==> src/srra_pkg.sv <==
package srra_pkg;

   // Address space of both frames wraps at 2^20 pixels
   localparam int ADDR_W = 20;

   // Register field widths
   localparam int MODE_W  = 2;
   localparam int SIZE_W  = 11;
   localparam int PIVOT_W = 10;

   // Register port geometry: eight 32-bit registers on a word grid
   localparam int CSR_ADDR_W = 5;
   localparam int CSR_DATA_W = 32;

   typedef enum logic [2:0] {
      REG_ROTATION_MODE  = 3'd0,
      REG_SEGMENT_WIDTH  = 3'd1,
      REG_SEGMENT_HEIGHT = 3'd2,
      REG_SOURCE_PITCH   = 3'd3,
      REG_SOURCE_BASE    = 3'd4,
      REG_TARGET_PITCH   = 3'd5,
      REG_TARGET_PIVOT_X = 3'd6,
      REG_TARGET_PIVOT_Y = 3'd7
   } csr_index_type;

   typedef enum logic [MODE_W-1:0] {
      ROT_NONE = 2'd0,
      ROT_90   = 2'd1,
      ROT_180  = 2'd2,
      ROT_270  = 2'd3
   } rot_mode_type;

endpackage

==> src/segment_rotate_remap_address.sv <==
// Segment rotate and remap address generator. Pixels of a rectangular segment
// enter on the req_ stream in raster order (column fastest), one item each.
// For every pixel the block returns on the rsp_ stream the linear source
// address (source_base + column + row * source_pitch), the linear target
// address after rotating the segment by 0, 90, 180 or 270 degrees
// counterclockwise and shifting it to the target pivot, and the pixel itself;
// rsp_tlast marks the final pixel of the segment, after which the column and
// row counters restart at the origin. All addresses wrap modulo 2^20. A
// segment size of 0 acts as 1 and a size above MAX_DIM acts as MAX_DIM. The
// block takes one item per clock for as long as the result side keeps
// taking results; a result passes through two register stages (products of
// the row terms, then the final sums) before it is offered. req_tready
// follows rsp_tready combinationally when both stages are full.
// Registers (word addresses): 0x00 rotation_mode, 0x04 segment_width,
// 0x08 segment_height, 0x0C source_pitch, 0x10 source_base, 0x14
// target_pitch, 0x18 target_pivot_x, 0x1C target_pivot_y. Write them only
// while no item is in flight.
module segment_rotate_remap_address #(
   parameter int MAX_DIM    = 1024,
   parameter int PIXEL_BITS = 16
) (
   input  logic                               clock,
   input  logic                               reset,
   // pixel items in
   input  logic                               req_tvalid,
   output logic                               req_tready,
   input  logic [((PIXEL_BITS+7)/8)*8-1:0]    req_tdata,   // pixel_value
   // address items out
   output logic                               rsp_tvalid,
   input  logic                               rsp_tready,
   // source_address [19:0], target_address [39:20], pixel_out above
   output logic [((2*srra_pkg::ADDR_W+PIXEL_BITS+7)/8)*8-1:0] rsp_tdata,
   output logic                               rsp_tlast,   // last_pixel
   // register port
   input  logic                               csr_psel,
   input  logic                               csr_penable,
   input  logic                               csr_pwrite,
   input  logic [srra_pkg::CSR_ADDR_W-1:0]    csr_paddr,
   input  logic [srra_pkg::CSR_DATA_W-1:0]    csr_pwdata,
   output logic [srra_pkg::CSR_DATA_W-1:0]    csr_prdata,
   output logic                               csr_pready
);
   import srra_pkg::*;

   localparam int CNT_W    = (MAX_DIM > 1) ? $clog2(MAX_DIM) : 1;
   localparam int CMP_W    = (CNT_W > SIZE_W) ? CNT_W : SIZE_W;
   localparam int OUT_W    = ((2 * ADDR_W + PIXEL_BITS + 7) / 8) * 8;
   localparam int OUT_PAD  = OUT_W - 2 * ADDR_W - PIXEL_BITS;
   localparam int DIM_TOP  = (MAX_DIM > (1 << SIZE_W) - 1) ? (1 << SIZE_W) - 1 : MAX_DIM;
   localparam logic [SIZE_W-1:0] DIM_CLAMP = SIZE_W'(DIM_TOP);

   // ---------------------------------------------------------------------
   // Registers
   // ---------------------------------------------------------------------
   logic [MODE_W-1:0]  rotation_mode_ff;
   logic [SIZE_W-1:0]  segment_width_ff;
   logic [SIZE_W-1:0]  segment_height_ff;
   logic [SIZE_W-1:0]  source_pitch_ff;
   logic [ADDR_W-1:0]  source_base_ff;
   logic [SIZE_W-1:0]  target_pitch_ff;
   logic [PIVOT_W-1:0] target_pivot_x_ff;
   logic [PIVOT_W-1:0] target_pivot_y_ff;

   logic          csr_write;
   csr_index_type csr_index;

   assign csr_pready = 1'b1;
   assign csr_write  = csr_psel & csr_penable & csr_pwrite & csr_pready;
   assign csr_index  = csr_index_type'(csr_paddr[CSR_ADDR_W-1:2]);

   always_ff @(posedge clock) begin
      if (reset) begin
         rotation_mode_ff  <= MODE_W'(ROT_NONE);
         segment_width_ff  <= SIZE_W'(1);
         segment_height_ff <= SIZE_W'(1);
         source_pitch_ff   <= SIZE_W'(1);
         source_base_ff    <= '0;
         target_pitch_ff   <= SIZE_W'(1);
         target_pivot_x_ff <= '0;
         target_pivot_y_ff <= '0;
      end else if (csr_write) begin
         case (csr_index)
            REG_ROTATION_MODE:  rotation_mode_ff  <= csr_pwdata[MODE_W-1:0];
            REG_SEGMENT_WIDTH:  segment_width_ff  <= csr_pwdata[SIZE_W-1:0];
            REG_SEGMENT_HEIGHT: segment_height_ff <= csr_pwdata[SIZE_W-1:0];
            REG_SOURCE_PITCH:   source_pitch_ff   <= csr_pwdata[SIZE_W-1:0];
            REG_SOURCE_BASE:    source_base_ff    <= csr_pwdata[ADDR_W-1:0];
            REG_TARGET_PITCH:   target_pitch_ff   <= csr_pwdata[SIZE_W-1:0];
            REG_TARGET_PIVOT_X: target_pivot_x_ff <= csr_pwdata[PIVOT_W-1:0];
            REG_TARGET_PIVOT_Y: target_pivot_y_ff <= csr_pwdata[PIVOT_W-1:0];
            default: ;
         endcase
      end
   end

   // Read back the addressed register
   always_comb begin
      case (csr_index)
         REG_ROTATION_MODE:  csr_prdata = CSR_DATA_W'(rotation_mode_ff);
         REG_SEGMENT_WIDTH:  csr_prdata = CSR_DATA_W'(segment_width_ff);
         REG_SEGMENT_HEIGHT: csr_prdata = CSR_DATA_W'(segment_height_ff);
         REG_SOURCE_PITCH:   csr_prdata = CSR_DATA_W'(source_pitch_ff);
         REG_SOURCE_BASE:    csr_prdata = CSR_DATA_W'(source_base_ff);
         REG_TARGET_PITCH:   csr_prdata = CSR_DATA_W'(target_pitch_ff);
         REG_TARGET_PIVOT_X: csr_prdata = CSR_DATA_W'(target_pivot_x_ff);
         REG_TARGET_PIVOT_Y: csr_prdata = CSR_DATA_W'(target_pivot_y_ff);
         default:            csr_prdata = '0;
      endcase
   end

   // ---------------------------------------------------------------------
   // Effective segment size: zero acts as one, oversize clamps to MAX_DIM
   // ---------------------------------------------------------------------
   logic [SIZE_W-1:0] eff_width;
   logic [SIZE_W-1:0] eff_height;
   logic [SIZE_W-1:0] width_last;
   logic [SIZE_W-1:0] height_last;

   always_comb begin
      if (segment_width_ff == '0)
         eff_width = SIZE_W'(1);
      else if (segment_width_ff > DIM_CLAMP)
         eff_width = DIM_CLAMP;
      else
         eff_width = segment_width_ff;

      if (segment_height_ff == '0)
         eff_height = SIZE_W'(1);
      else if (segment_height_ff > DIM_CLAMP)
         eff_height = DIM_CLAMP;
      else
         eff_height = segment_height_ff;
   end

   assign width_last  = eff_width - SIZE_W'(1);
   assign height_last = eff_height - SIZE_W'(1);

   // ---------------------------------------------------------------------
   // Handshake: the whole chain advances wherever the next place is free
   // ---------------------------------------------------------------------
   logic s1_valid_ff, s1_valid_in;
   logic rsp_valid_ff, rsp_valid_in;
   logic out_advance;
   logic s1_load;
   logic req_accept;

   assign out_advance = ~rsp_valid_ff | rsp_tready;
   assign s1_load     = ~s1_valid_ff | out_advance;
   assign req_tready  = s1_load;
   assign req_accept  = req_tvalid & req_tready;

   assign s1_valid_in  = req_accept | (s1_valid_ff & ~out_advance);
   assign rsp_valid_in = out_advance ? s1_valid_ff : rsp_valid_ff;

   always_ff @(posedge clock) begin
      if (reset) begin
         s1_valid_ff  <= 1'b0;
         rsp_valid_ff <= 1'b0;
      end else begin
         s1_valid_ff  <= s1_valid_in;
         rsp_valid_ff <= rsp_valid_in;
      end
   end

   // ---------------------------------------------------------------------
   // Segment counters: advance once per accepted item
   // ---------------------------------------------------------------------
   logic [CNT_W-1:0] column_count_ff, column_count_in;
   logic [CNT_W-1:0] row_count_ff, row_count_in;
   logic             col_end;
   logic             row_end;

   assign col_end = CMP_W'(column_count_ff) >= CMP_W'(width_last);
   assign row_end = CMP_W'(row_count_ff) >= CMP_W'(height_last);

   always_comb begin
      column_count_in = column_count_ff;
      row_count_in    = row_count_ff;
      if (req_accept) begin
         if (col_end) begin
            column_count_in = '0;
            row_count_in    = row_end ? '0 : row_count_ff + CNT_W'(1);
         end else begin
            column_count_in = column_count_ff + CNT_W'(1);
         end
      end
   end

   always_ff @(posedge clock) begin
      if (reset) begin
         column_count_ff <= '0;
         row_count_ff    <= '0;
      end else begin
         column_count_ff <= column_count_in;
         row_count_ff    <= row_count_in;
      end
   end

   // ---------------------------------------------------------------------
   // Stage 1: rotate the local coordinates, add the pivot, form row products
   // ---------------------------------------------------------------------
   logic [ADDR_W-1:0] dx_wide;
   logic [ADDR_W-1:0] dy_wide;
   logic [ADDR_W-1:0] x_rot;
   logic [ADDR_W-1:0] y_rot;
   logic [ADDR_W-1:0] x_tgt;
   logic [ADDR_W-1:0] y_tgt;

   assign dx_wide = ADDR_W'(column_count_ff);
   assign dy_wide = ADDR_W'(row_count_ff);

   // Differences wrap when a counter runs past a size lowered mid segment
   always_comb begin
      case (rot_mode_type'(rotation_mode_ff))
         ROT_NONE: begin
            x_rot = dx_wide;
            y_rot = dy_wide;
         end
         ROT_90: begin
            x_rot = dy_wide;
            y_rot = ADDR_W'(width_last) - dx_wide;
         end
         ROT_180: begin
            x_rot = ADDR_W'(width_last) - dx_wide;
            y_rot = ADDR_W'(height_last) - dy_wide;
         end
         ROT_270: begin
            x_rot = ADDR_W'(height_last) - dy_wide;
            y_rot = dx_wide;
         end
         default: begin
            x_rot = dx_wide;
            y_rot = dy_wide;
         end
      endcase
   end

   assign x_tgt = x_rot + ADDR_W'(target_pivot_x_ff);
   assign y_tgt = y_rot + ADDR_W'(target_pivot_y_ff);

   logic [ADDR_W-1:0]     s1_dx_ff;
   logic [ADDR_W-1:0]     s1_src_row_ff;
   logic [ADDR_W-1:0]     s1_x_tgt_ff;
   logic [ADDR_W-1:0]     s1_tgt_row_ff;
   logic [PIXEL_BITS-1:0] s1_pixel_ff;
   logic                  s1_last_ff;

   // Payload needs no reset; hold while stalled
   always_ff @(posedge clock) begin
      if (req_accept) begin
         s1_dx_ff      <= dx_wide;
         s1_src_row_ff <= dy_wide * ADDR_W'(source_pitch_ff);
         s1_x_tgt_ff   <= x_tgt;
         s1_tgt_row_ff <= y_tgt * ADDR_W'(target_pitch_ff);
         s1_pixel_ff   <= req_tdata[PIXEL_BITS-1:0];
         s1_last_ff    <= col_end & row_end;
      end
   end

   // ---------------------------------------------------------------------
   // Stage 2: final sums into the result register
   // ---------------------------------------------------------------------
   logic [ADDR_W-1:0]     rsp_src_ff;
   logic [ADDR_W-1:0]     rsp_tgt_ff;
   logic [PIXEL_BITS-1:0] rsp_pixel_ff;
   logic                  rsp_last_ff;

   always_ff @(posedge clock) begin
      if (out_advance && s1_valid_ff) begin
         rsp_src_ff   <= source_base_ff + s1_dx_ff + s1_src_row_ff;
         rsp_tgt_ff   <= s1_x_tgt_ff + s1_tgt_row_ff;
         rsp_pixel_ff <= s1_pixel_ff;
         rsp_last_ff  <= s1_last_ff;
      end
   end

   assign rsp_tvalid = rsp_valid_ff;
   assign rsp_tlast  = rsp_last_ff;

   generate
      if (OUT_PAD > 0) begin : g_out_pad
         assign rsp_tdata = {{OUT_PAD{1'b0}}, rsp_pixel_ff, rsp_tgt_ff, rsp_src_ff};
      end else begin : g_out_nopad
         assign rsp_tdata = {rsp_pixel_ff, rsp_tgt_ff, rsp_src_ff};
      end
   endgenerate

   // ---------------------------------------------------------------------
   // Checks
   // ---------------------------------------------------------------------
   a_stall_keeps_s1: assert property (@(posedge clock) disable iff (reset)
      (s1_valid_ff && !out_advance) |=> s1_valid_ff)
      else $error("stage 1 item dropped while the result register was stalled");

   a_rsp_from_s1: assert property (@(posedge clock) disable iff (reset)
      $rose(rsp_valid_ff) |-> $past(s1_valid_ff))
      else $error("result raised without an item in stage 1");

   a_last_restarts: assert property (@(posedge clock) disable iff (reset)
      (req_accept && col_end && row_end) |=>
         (column_count_ff == '0 && row_count_ff == '0))
      else $error("counters did not restart after the last pixel");

   a_column_step: assert property (@(posedge clock) disable iff (reset)
      (req_accept && !col_end) |=>
         (column_count_ff == $past(column_count_ff) + CNT_W'(1) &&
          row_count_ff == $past(row_count_ff)))
      else $error("column counter did not advance by one");

   a_idle_counters: assert property (@(posedge clock) disable iff (reset)
      !req_accept |=> ($stable(column_count_ff) && $stable(row_count_ff)))
      else $error("counters moved without an accepted item");

endmodule

==> config.mk <==
export PLATFORM = sky130hd
export DESIGN_NAME = segment_rotate_remap_address
export DESIGN_NICKNAME = d
export VERILOG_FILES = /design/src/srra_pkg.sv /design/src/segment_rotate_remap_address.sv
export SDC_FILE = /design/constraint.sdc
export NUM_CORES = 1
export LEC_CHECK = 0
export BUFFER_PORTS_ARGS = -buffer_cell sky130_fd_sc_hd__buf_2
export CELL_PAD_IN_SITES_DETAIL_PLACEMENT = 1
export CELL_PAD_IN_SITES_GLOBAL_PLACEMENT = 1
export CORE_UTILIZATION = 45
export DETAILED_ROUTE_END_ITERATION = 12
export PLACE_DENSITY = 0.85
export SYNTH_ARGS = -nofsm -noshare
export SYNTH_HDL_FRONTEND = slang
export SYNTH_SLANG_ARGS = --single-unit
==> constraint.sdc <==
create_clock -name clock -period 17.2 [get_ports clock]
set_clock_uncertainty 0.05 [all_clocks]
set_input_delay 3.44 -clock clock [delete_from_list [all_inputs] [get_ports clock]]
set_output_delay 3.44 -clock clock [all_outputs]
set_load 0.005 [all_outputs]
After elaboration in Yosys (flattened, before gate mapping)
Cells that the tools add are included.
{"block": "totals", "regBits": 252, "input_bits": 60, "out_inout_bits": 92, "word_cells": 83}
{"block": "op_classes", "addsub": 11, "multipliers": 2, "order_cmp": 4, "eq_ne": 10, "muxes": 9, "bitwise_logic": 11, "n_reduce_logical": 14}
{"op": "32-bit one-hot mux with 8 select lines", "count": 1}
{"op": "20-bit one-hot mux with 4 select lines", "count": 2}
{"op": "20-bit by 10-bit adder with 20-bit output", "count": 3}
{"op": "11-bit 2-to-1 mux", "count": 4}
{"op": "20-bit adder", "count": 2}
{"op": "11-bit by 10-bit subtractor with 12-bit output", "count": 2}
{"op": "10-bit by 11-bit >= comparator with 1-bit output", "count": 2}
{"op": "11-bit greater-than comparator (second input constant)", "count": 2}
{"op": "11-bit zero test", "count": 2}
{"op": "11-bit by 1-bit subtractor with 11-bit output (second input constant)", "count": 2}
{"op": "10-bit by 1-bit adder with 10-bit output (second input constant)", "count": 2}
{"op": "10-bit by 11-bit multiplier with 20-bit output", "count": 1}
{"op": "20-bit by 11-bit multiplier with 20-bit output", "count": 1}
{"op": "10-bit 2-to-1 mux", "count": 2}
{"op": "2-bit AND reduction", "count": 9}
{"op": "3-bit == test (second input constant)", "count": 4}
{"op": "3-bit by 2-bit == test with 1-bit output (second input constant)", "count": 2}
{"op": "1-bit bitwise AND", "count": 5}
{"op": "2-bit == test (second input constant)", "count": 2}
{"op": "3-bit by 1-bit == test with 1-bit output (second input constant)", "count": 1}
{"op": "3-bit zero test", "count": 1}
{"op": "1-bit inverter", "count": 3}
{"op": "1-bit bitwise OR", "count": 3}
{"op": "2-bit by 1-bit == test with 1-bit output (second input constant)", "count": 1}
{"op": "other kinds (2)", "count": 2}

Logic depth before layout (Yosys ltp)
Gate-level depths: netlist of run 1.
{"block": "depth", "word_depth": 8, "mapped_depth": 42, "ltp_nobuf": 41}

Worst setup path after synthesis of run 1
OpenSTA, ideal clock, no wires.
{"block": "synth_timing", "path_kind": "register to register", "startpoint": "register segment_height_ff[5]", "endpoint": "register s1_tgt_row_ff[19], data pin", "setup_ns": 0.268, "arrival_ns": 9.392, "t_required_ns": 16.882, "path_slack_ns": 7.490, "path_stages_with_launch": 40, "n_path_buf": 0, "synth_period_minus_slack_ns": 9.710, "cell_sequence": "dfxtp_1 > or4_4 > nor3_1 > a21oi_1 > nor2_1 > inv_1 > ha_1 > inv_1 > ha_1 > nor2b_1 > o21ai_0 > a21boi_0 > o41a_1 > a21oi_1 > xnor2_1 > mux4_2 > ha_1 > or3_1 > [4 not listed] > xnor2_1 > nand2_1 > fa_1 > fa_1 > inv_1 > fa_1 > fa_1 > inv_1 > fa_1 > inv_1 > ha_1 > or3_1 > a211oi_1 > nor3_1 > a21o_1 > a21oi_1 > o21ai_0 > xnor3_1"}
{"block": "synth_via", "elab_chain_cells": 8, "word_cells_on_any_way": 9, "cone_classes": "add/sub: 3; mul: 1; order compare: 1; mux: 3; reduce/logical: 1"}
{"item": "from (decl)", "line_no": "segment_rotate_remap_address.sv:57", "text": "logic [SIZE_W-1:0] segment_height_ff;"}
{"item": "from (signal assigned)", "line_no": "segment_rotate_remap_address.sv:85", "text": "REG_SEGMENT_HEIGHT: segment_height_ff <= csr_pwdata[SIZE_W-1:0];"}
{"item": "11-bit greater-than comparator", "line_no": "segment_rotate_remap_address.sv:129", "text": "else if (segment_height_ff > DIM_CLAMP)"}
{"item": "11-bit 2-to-1 mux", "line_no": "segment_rotate_remap_address.sv:129"}
{"item": "11-bit 2-to-1 mux (*)", "line_no": "segment_rotate_remap_address.sv:127", "text": "if (segment_height_ff == '0)"}
{"item": "11-bit by 1-bit subtractor with 11-bit output (*)", "line_no": "segment_rotate_remap_address.sv:136", "text": "assign height_last = eff_height - SIZE_W'(1);"}
{"item": "11-bit by 10-bit subtractor with 12-bit output (*)", "line_no": "segment_rotate_remap_address.sv:225", "text": "y_rot = ADDR_W'(height_last) - dy_wide;"}
{"item": "20-bit one-hot mux with 4 select lines (*)", "line_no": "segment_rotate_remap_address.sv:214", "text": "case (rot_mode_type'(rotation_mode_ff))"}
{"item": "20-bit by 10-bit adder with 20-bit output (*)", "line_no": "segment_rotate_remap_address.sv:239", "text": "assign y_tgt = y_rot + ADDR_W'(target_pivot_y_ff);"}
{"item": "20-bit by 11-bit multiplier with 20-bit output (*)", "line_no": "segment_rotate_remap_address.sv:254", "text": "s1_tgt_row_ff <= y_tgt * ADDR_W'(target_pitch_ff);"}
{"item": "to (signal assigned)", "line_no": "segment_rotate_remap_address.sv:254"}
{"item": "to (decl)", "line_no": "segment_rotate_remap_address.sv:244", "text": "logic [ADDR_W-1:0] s1_tgt_row_ff;"}
Mark *: on every way between the ends. The rest lies on a longest branch, timed or not.
A chain may end at the register's enable or synchronous reset.

Worst setup path after layout of run 1
Ends and elaborated chain as after synthesis.

==> impl_metrics.json, run 1 <==
{
  "combPwrFrac_pct": 12.3,
  "syn_to_final_growth_pct": 9.33,
  "end_kind": "flop",
  "cts.sinks": 252,
  "min_path_type": "reg2reg",
  "reg2reg_from": "segment_height_ff[5]$_SDFFE_PP0P_",
  "power_frac_clock_pct": 41.5,
  "clock_latency_ns": 0.60,
  "cts_buffer_depth": 3,
  "async_reset_ff_share_pct": 0,
  "status": "finished clean",
  "worst_hold_path.num_cells": 0,
  "crit_cells": 40,
  "critPathLaunch": "segment_height_ff[5]$_SDFFE_PP0P_",
  "max_stage_delay_ns": 0.78,
  "grt_setup_unrepaired": "false",
  "grt_pass1_vias": 19300,
  "yosysSeqAreaShare_pct": 29.4,
  "syn_area_um2": 22100,
  "num_rows": 80,
  "rr_worst_depth": 40,
  "h-tree-depth": 1,
  "final_net_count": 2803,
  "synth_ff_type": "edfxtp_1",
  "first_iter_violations": 1325,
  "synth_top_cell_by_area": "edfxtp_1",
  "power.internal_mw": 1.07,
  "p_sw_share_pct": 26.8,
  "cts_setup_buffers": 0,
  "path_delay_family": "adder cells",
  "clkSlewWorstSetupHoldPaths_ns": 0.06,
  "grt_max_degree": 69,
  "grt_antenna_before_repair": 6,
  "syn_inst": 2294,
  "io_pins": 152,
  "grt_pass1_wl_mm": 105,
  "setup.worst_path.end": "s1_tgt_row_ff[19]$_DFFE_PP_",
  "ys_warn_count": 0,
  "drc_errors": 0,
  "synthDistinctLibCells": 77,
  "die-area_um2": 49900,
  "synth_edf_count": 144,
  "regArea_um2": 6490,
  "drive_gt1_share_pct": 9.97,
  "grt-ovfl-total": 0,
  "ir_drop_mv": 0.0646,
  "place.gp.congestion": 0.929,
  "start_kind": "flop",
  "r2r-end": "s1_tgt_row_ff[19]$_DFFE_PP_",
  "ys_top_cells_by_count": "282 x nand2_1, 272 x inv_1, 196 x fa_1",
  "cellPowerDensity_nw_per_um2": 60.6,
  "first_pass_iters": 5,
  "slew_viol_final": 0,
  "viasPerCell": 5.74,
  "path_buf_inv": 6,
  "cts-root-buf": "clkbuf_16",
  "chipWidth_um": 223,
  "synth_top_area_share_pct": 19.6,
  "p_leak_nw": 10.6,
  "post-route-period-util_pct": 65.8,
  "ctsHoldBuffers": 0,
  "critPathRequiredTime_ns": 17.48,
  "critPathMaxFanout": 8,
  "multi_input_area_um2": 14200,
  "fmax_mhz": 88.3,
  "power.share.sequential_pct": 46.1,
  "reg2reg_slack_ns": 5.88,
  "num_vias": 17300,
  "cts_resized": 0,
  "worst_slack_ns": 5.88,
  "die_h_um": 223,
  "syn_avg_cell_area_um2": 9.62,
  "arrival_ns": 11.60,
  "hold_viol_final": 0,
  "ys_ff_latch": 252,
  "wl_mm": 66.7,
  "cts_buffers": 29,
  "yosys.cell_count.top_type": "nand2_1",
  "setup_viol": 0,
  "track_usage_pct": 27.1,
  "pre_cts_slack_ns": 5.96,
  "synth_area_leaders": "edfxtp_1 20%, fa_1 18%, ha_1 10%",
  "maxCapViolations": 0,
  "worst_pin_slew_ns": 1.20,
  "crit_slowest_cell": "xnor2_1",
  "setup_tns_ns": 0,
  "power_switching_uw": 392,
  "dp_hpwl_mm": 50.9,
  "wire_per_inst_um": 22.2,
  "design.core.area_um2": 48000,
  "nFillCells": 5427,
  "cts_tree": "done",
  "start_util_pct": 45.9,
  "criticalPathCategory": "reg2reg",
  "io_buffers": 124,
  "relSlewSlack_pct": 19.6,
  "cp_common_cell": "inv_1",
  "finalCriticalPeriod_ns": 11.32,
  "drtAntennaViolNets": 0
}
-- worst min-delay path by stage --
stage	startpoint	to	slack (ns)
floorplan	s1_pixel_ff[0]$_DFFE_PP_	rsp_pixel_ff[0]$_DFFE_PP_	0.35
global placement	s1_pixel_ff[10]$_DFFE_PP_	rsp_pixel_ff[10]$_DFFE_PP_	0.35
detailed placement	s1_pixel_ff[12]$_DFFE_PP_	rsp_pixel_ff[12]$_DFFE_PP_	0.36
CTS	s1_last_ff$_DFFE_PP_	rsp_tlast$_DFFE_PP_	0.36
global route	s1_last_ff$_DFFE_PP_	rsp_tlast$_DFFE_PP_	0.38
finish	s1_pixel_ff[2]$_DFFE_PP_	rsp_pixel_ff[2]$_DFFE_PP_	0.37
-- power by group through the flow --
stage	sequential (mW)	combinational (mW)	clock, mW
after detailed placement	0.688	0.176	0
after global placement	0.686	0.166	0
after CTS	0.675	0.178	0.617
final	0.675	0.180	0.608
after floorplan	0.685	0.111	0
after global routing	0.677	0.195	0.635
-- cells in the final DEF, fill, tap and decap left out, drive strengths merged, types with 38 or more instances in the layout --
master  count
nand2     282
inv       275
fa        196
ha        180
nor2      167
edfxtp    144
buf       144
xnor2     114
a21oi     111
dfxtp     108
and2      104
mux2i      59
o21ai      49
nor3       39
clkbuf     38
-- state kept, by name, indices dropped and copies added, names as in the netlist, 10 cells and up --
register and flops:
target_pitch_ff 11, rsp_pixel_ff 16, source_base_ff 20, target_pivot_x_ff 10
s1_src_row_ff 20, s1_dx_ff 10, s1_pixel_ff 16, target_pivot_y_ff 10
s1_x_tgt_ff 20, s1_tgt_row_ff 20, source_pitch_ff 11, rsp_tgt_ff 20
segment_height_ff 11, row_count_ff 10, segment_width_ff 11, column_count_ff 10
rsp_src_ff 20
-- worst register-to-register path, delay by kind of cell (launching register included) --
family | cells | cell delay [ns]
simple gates | 8 | 2.15
fa+ha+maj | 9 | 3.68
flops | 1 | 0.38
compound gates | 13 | 2.64
xor+xnor | 3 | 1.32
buf+inv | 6 | 0.35
mux | 1 | 0.49
-- area by class of cell --
class                   instances  share of cell area (%)
diodes                          5                  0.0518
clock buffers                  38                    3.31
clock inverters                14                   0.487
inverters                     273                    4.26
multi-input cells            1667                    58.6
flip-flops and latches        252                    26.9
well taps                     615                    3.19
repair buffers                144                    3.19
-- stage by stage --
| step | hold WS (ns) | cells | area (um2) | total power, mW | util, % |
|---|---|---|---|---|---|
| after floorplan | 0.350 | 2305 | 22100 | 0.796 | - |
| after global placement | 0.350 | 2951 | 23200 | 0.852 | 48.3 |
| after CTS | 0.364 | 3003 | 24100 | 1.47 | 50.2 |
| final | 0.367 | 3008 | 24100 | 1.46 | 50.2 |
| after detailed placement | 0.356 | 2951 | 23200 | 0.864 | 48.3 |
| after global routing | 0.378 | 3005 | 24100 | 1.51 | 50.2 |
-- kinds of logic (layout without fill, tap and decap cells) --
family,after synthesis,count (layout),synth area share (%)
adder cells (fa/ha/maj),376,376,28.0
other,2,18,0.0340
XOR/XNOR,137,137,5.56
buffers and inverters,386,469,6.80
multiplexers,91,91,5.38
AND/OR/NAND/NOR,741,741,15.7
AO/OA/AOI/OAI,309,309,9.16
flip-flops,252,252,29.4
-- routing by layer --
metal | global-route usage, % | wire length, um | up-vias
met2 | 48.7 | 33700 | 545
met5 | 0 | 23 | -
met1 | 32.7 | 26400 | 8823
met3 | 3.56 | 3910 | 172
met4 | 10.4 | 2630 | 4
li1 | - | - | 7731
(Power assumes the default switching activity.)
==> run 2, diff against run 1 <==
clock period = 10.96 ns   (was 17.2 ns; I/O delays follow)
==> impl_metrics.json, run 2 (same netlist as run 1, synthesis figures left out) <==
{
  "cts_buffer_depth": 3,
  "max_stage_delay_ns": 0.61,
  "cellPowerDensity_nw_per_um2": 96.3,
  "wire_per_inst_um": 21.9,
  "die-area_um2": 49900,
  "grt_pass1_wl_mm": 103,
  "hold_slack_ns": 0.368,
  "first_iter_violations": 1097,
  "criticalPathCategory": "reg2reg",
  "first_pass_iters": 5,
  "drive_gt1_share_pct": 10.6,
  "worst_hold_path.num_cells": 0,
  "wl_mm": 66.2,
  "rr_worst_depth": 39,
  "status": "finished clean",
  "start_kind": "flop",
  "ctsHoldBuffers": 0,
  "grt_max_degree": 93,
  "relSlewSlack_pct": 15.4,
  "worst_pin_slew_ns": 1.26,
  "post_dp_cell_area_um2": 23300,
  "final_cell_mix": "282 x nand2_1, 272 x inv_1, 196 x fa_1, 180 x ha_1, 166 x nor2_1",
  "start_util_pct": 45.9,
  "setup_tns_ns": 0,
  "hold_viol_final": 0,
  "cts_tree": "done",
  "cts-root-buf": "clkbuf_16",
  "maxCapViolations": 0,
  "crit_slowest_cell": "or4_4",
  "clkSlewWorstSetupHoldPaths_ns": 0.06,
  "finalCriticalPeriod_ns": 10.35,
  "fin_area_um2": 24300,
  "hold_start": "s1_pixel_ff[15]$_DFFE_PP_",
  "end_kind": "flop",
  "nFillCells": 5433,
  "fin_util_pct": 50.5,
  "p_leak_nw": 10.7,
  "cts.sinks": 252,
  "dp_hpwl_mm": 50.6,
  "grt_pass1_vias": 19000,
  "cts_buffers": 30,
  "chipWidth_um": 223,
  "syn_to_final_growth_pct": 9.95,
  "design.core.area_um2": 48000,
  "path_delay_family": "adder cells",
  "grt_antenna_before_repair": 2,
  "reg2reg_slack_ns": 0.61,
  "arrival_ns": 10.66,
  "grt-ovfl-total": 0,
  "r2r-end": "s1_tgt_row_ff[19]$_DFFE_PP_",
  "fmax_mhz": 96.6,
  "grt_setup_unrepaired": "false",
  "final_net_count": 2811,
  "num_vias": 17300,
  "track_usage_pct": 26.6,
  "drc_errors": 0,
  "num_rows": 80,
  "cp_common_cell": "fa_1",
  "critPathRequiredTime_ns": 11.26,
  "setup_viol": 0,
  "ir_drop_mv": 0.119,
  "final_common_cell": "nand2_1",
  "die_h_um": 223,
  "slew_viol_final": 0,
  "min_path_type": "reg2reg",
  "post-route-period-util_pct": 94.5,
  "io_pins": 152,
  "reg2reg_from": "segment_height_ff[5]$_SDFFE_PP0P_",
  "h-tree-depth": 1,
  "path_buf_inv": 5,
  "io_buffers": 124,
  "place.gp.congestion": 0.936,
  "hold_path_end": "rsp_pixel_ff[15]$_DFFE_PP_",
  "drtAntennaViolNets": 0,
  "clock_latency_ns": 0.61,
  "critPathLaunch": "segment_height_ff[5]$_SDFFE_PP0P_",
  "critPathMaxFanout": 7,
  "viasPerCell": 5.75
}
-- run 2: changes by cell type in the layout (fill, tap and decap cells not counted), sizes merged --
cell / delta
clkinv: +5
inv: +1
buf: +7
clkbuf: -4
clkinvlp: +1
diode: -2
bufinv: +1
-- run 2: how the worst max path moves through the flow --
stage	endpoint	slack, ns	cells past startpoint
global route	s1_tgt_row_ff[19]$_DFFE_PP_	0.01	39
floorplan	s1_tgt_row_ff[19]$_DFFE_PP_	1.25	39
detailed placement	s1_tgt_row_ff[19]$_DFFE_PP_	0.14	36
CTS	s1_tgt_row_ff[19]$_DFFE_PP_	0.13	36
finish	s1_tgt_row_ff[19]$_DFFE_PP_	0.61	39
global placement	s1_tgt_row_ff[19]$_DFFE_PP_	0.60	36
-- run 2: cell type report --
class	count	area, um2	area share (%)
Antenna cell	3	7.51	0.0309
Clock buffer	34	766	3.15
Clock inverter	22	204	0.840
Inverter	273	1030	4.23
Multi-Input combinational cell	1667	14200	58.5
Sequential cell	252	6490	26.7
Tap cell	615	769	3.17
Timing Repair Buffer	151	823	3.39
-- run 2: what timing repair did --
action / CTS / global route
setup buffers: 0 / 1
gates resized for setup: 0 / 8
endpoints found under the setup margin: 0 / 3
-- run 2: per-layer routing --
layer	vias to the layer above	wire length (um)	part of all wire, %	GRT usage (%)
met5	-	0	0	0
li1	7754	-	-	-
met2	572	33400	50	47.1
met4	0	2940	4.4	12.0
met3	180	4060	6.1	4.61
met1	8835	25800	39	31.4
-- run 2: where the power goes --
| group | switching (mW) | internal, mW | total (mW) |
|---|---|---|---|
| Combinational | 0.176 | 0.104 | 0.280 |
| Clock | 0.443 | 0.554 | 0.998 |
| Sequential | 0.0187 | 1.04 | 1.06 |
-- run 2: worst reg2reg max path: cells and delay by family (launching register included) --
family	cells	cell delay [ns]
buffers and inverters	5	0.40
xor gates and xnor gates	4	0.96
and+or+nand+nor	7	1.84
AOI/OAI and AO/OA	13	2.40
adders and majority gates	9	3.58
DFF	1	0.37
muxes	1	0.48
-- run 2: metrics by stage --
stage / worst slack [ns] / total power, mW / cells
4_1_cts: 0.128 / 2.35 / 3013
6_report: 0.606 / 2.34 / 3017
5_1_grt: 0.0138 / 2.41 / 3016
3_3_place_gp: 0.602 / 1.34 / 2957
2_1_floorplan: 1.25 / 1.25 / 2305
3_5_place_dp: 0.142 / 1.35 / 2957
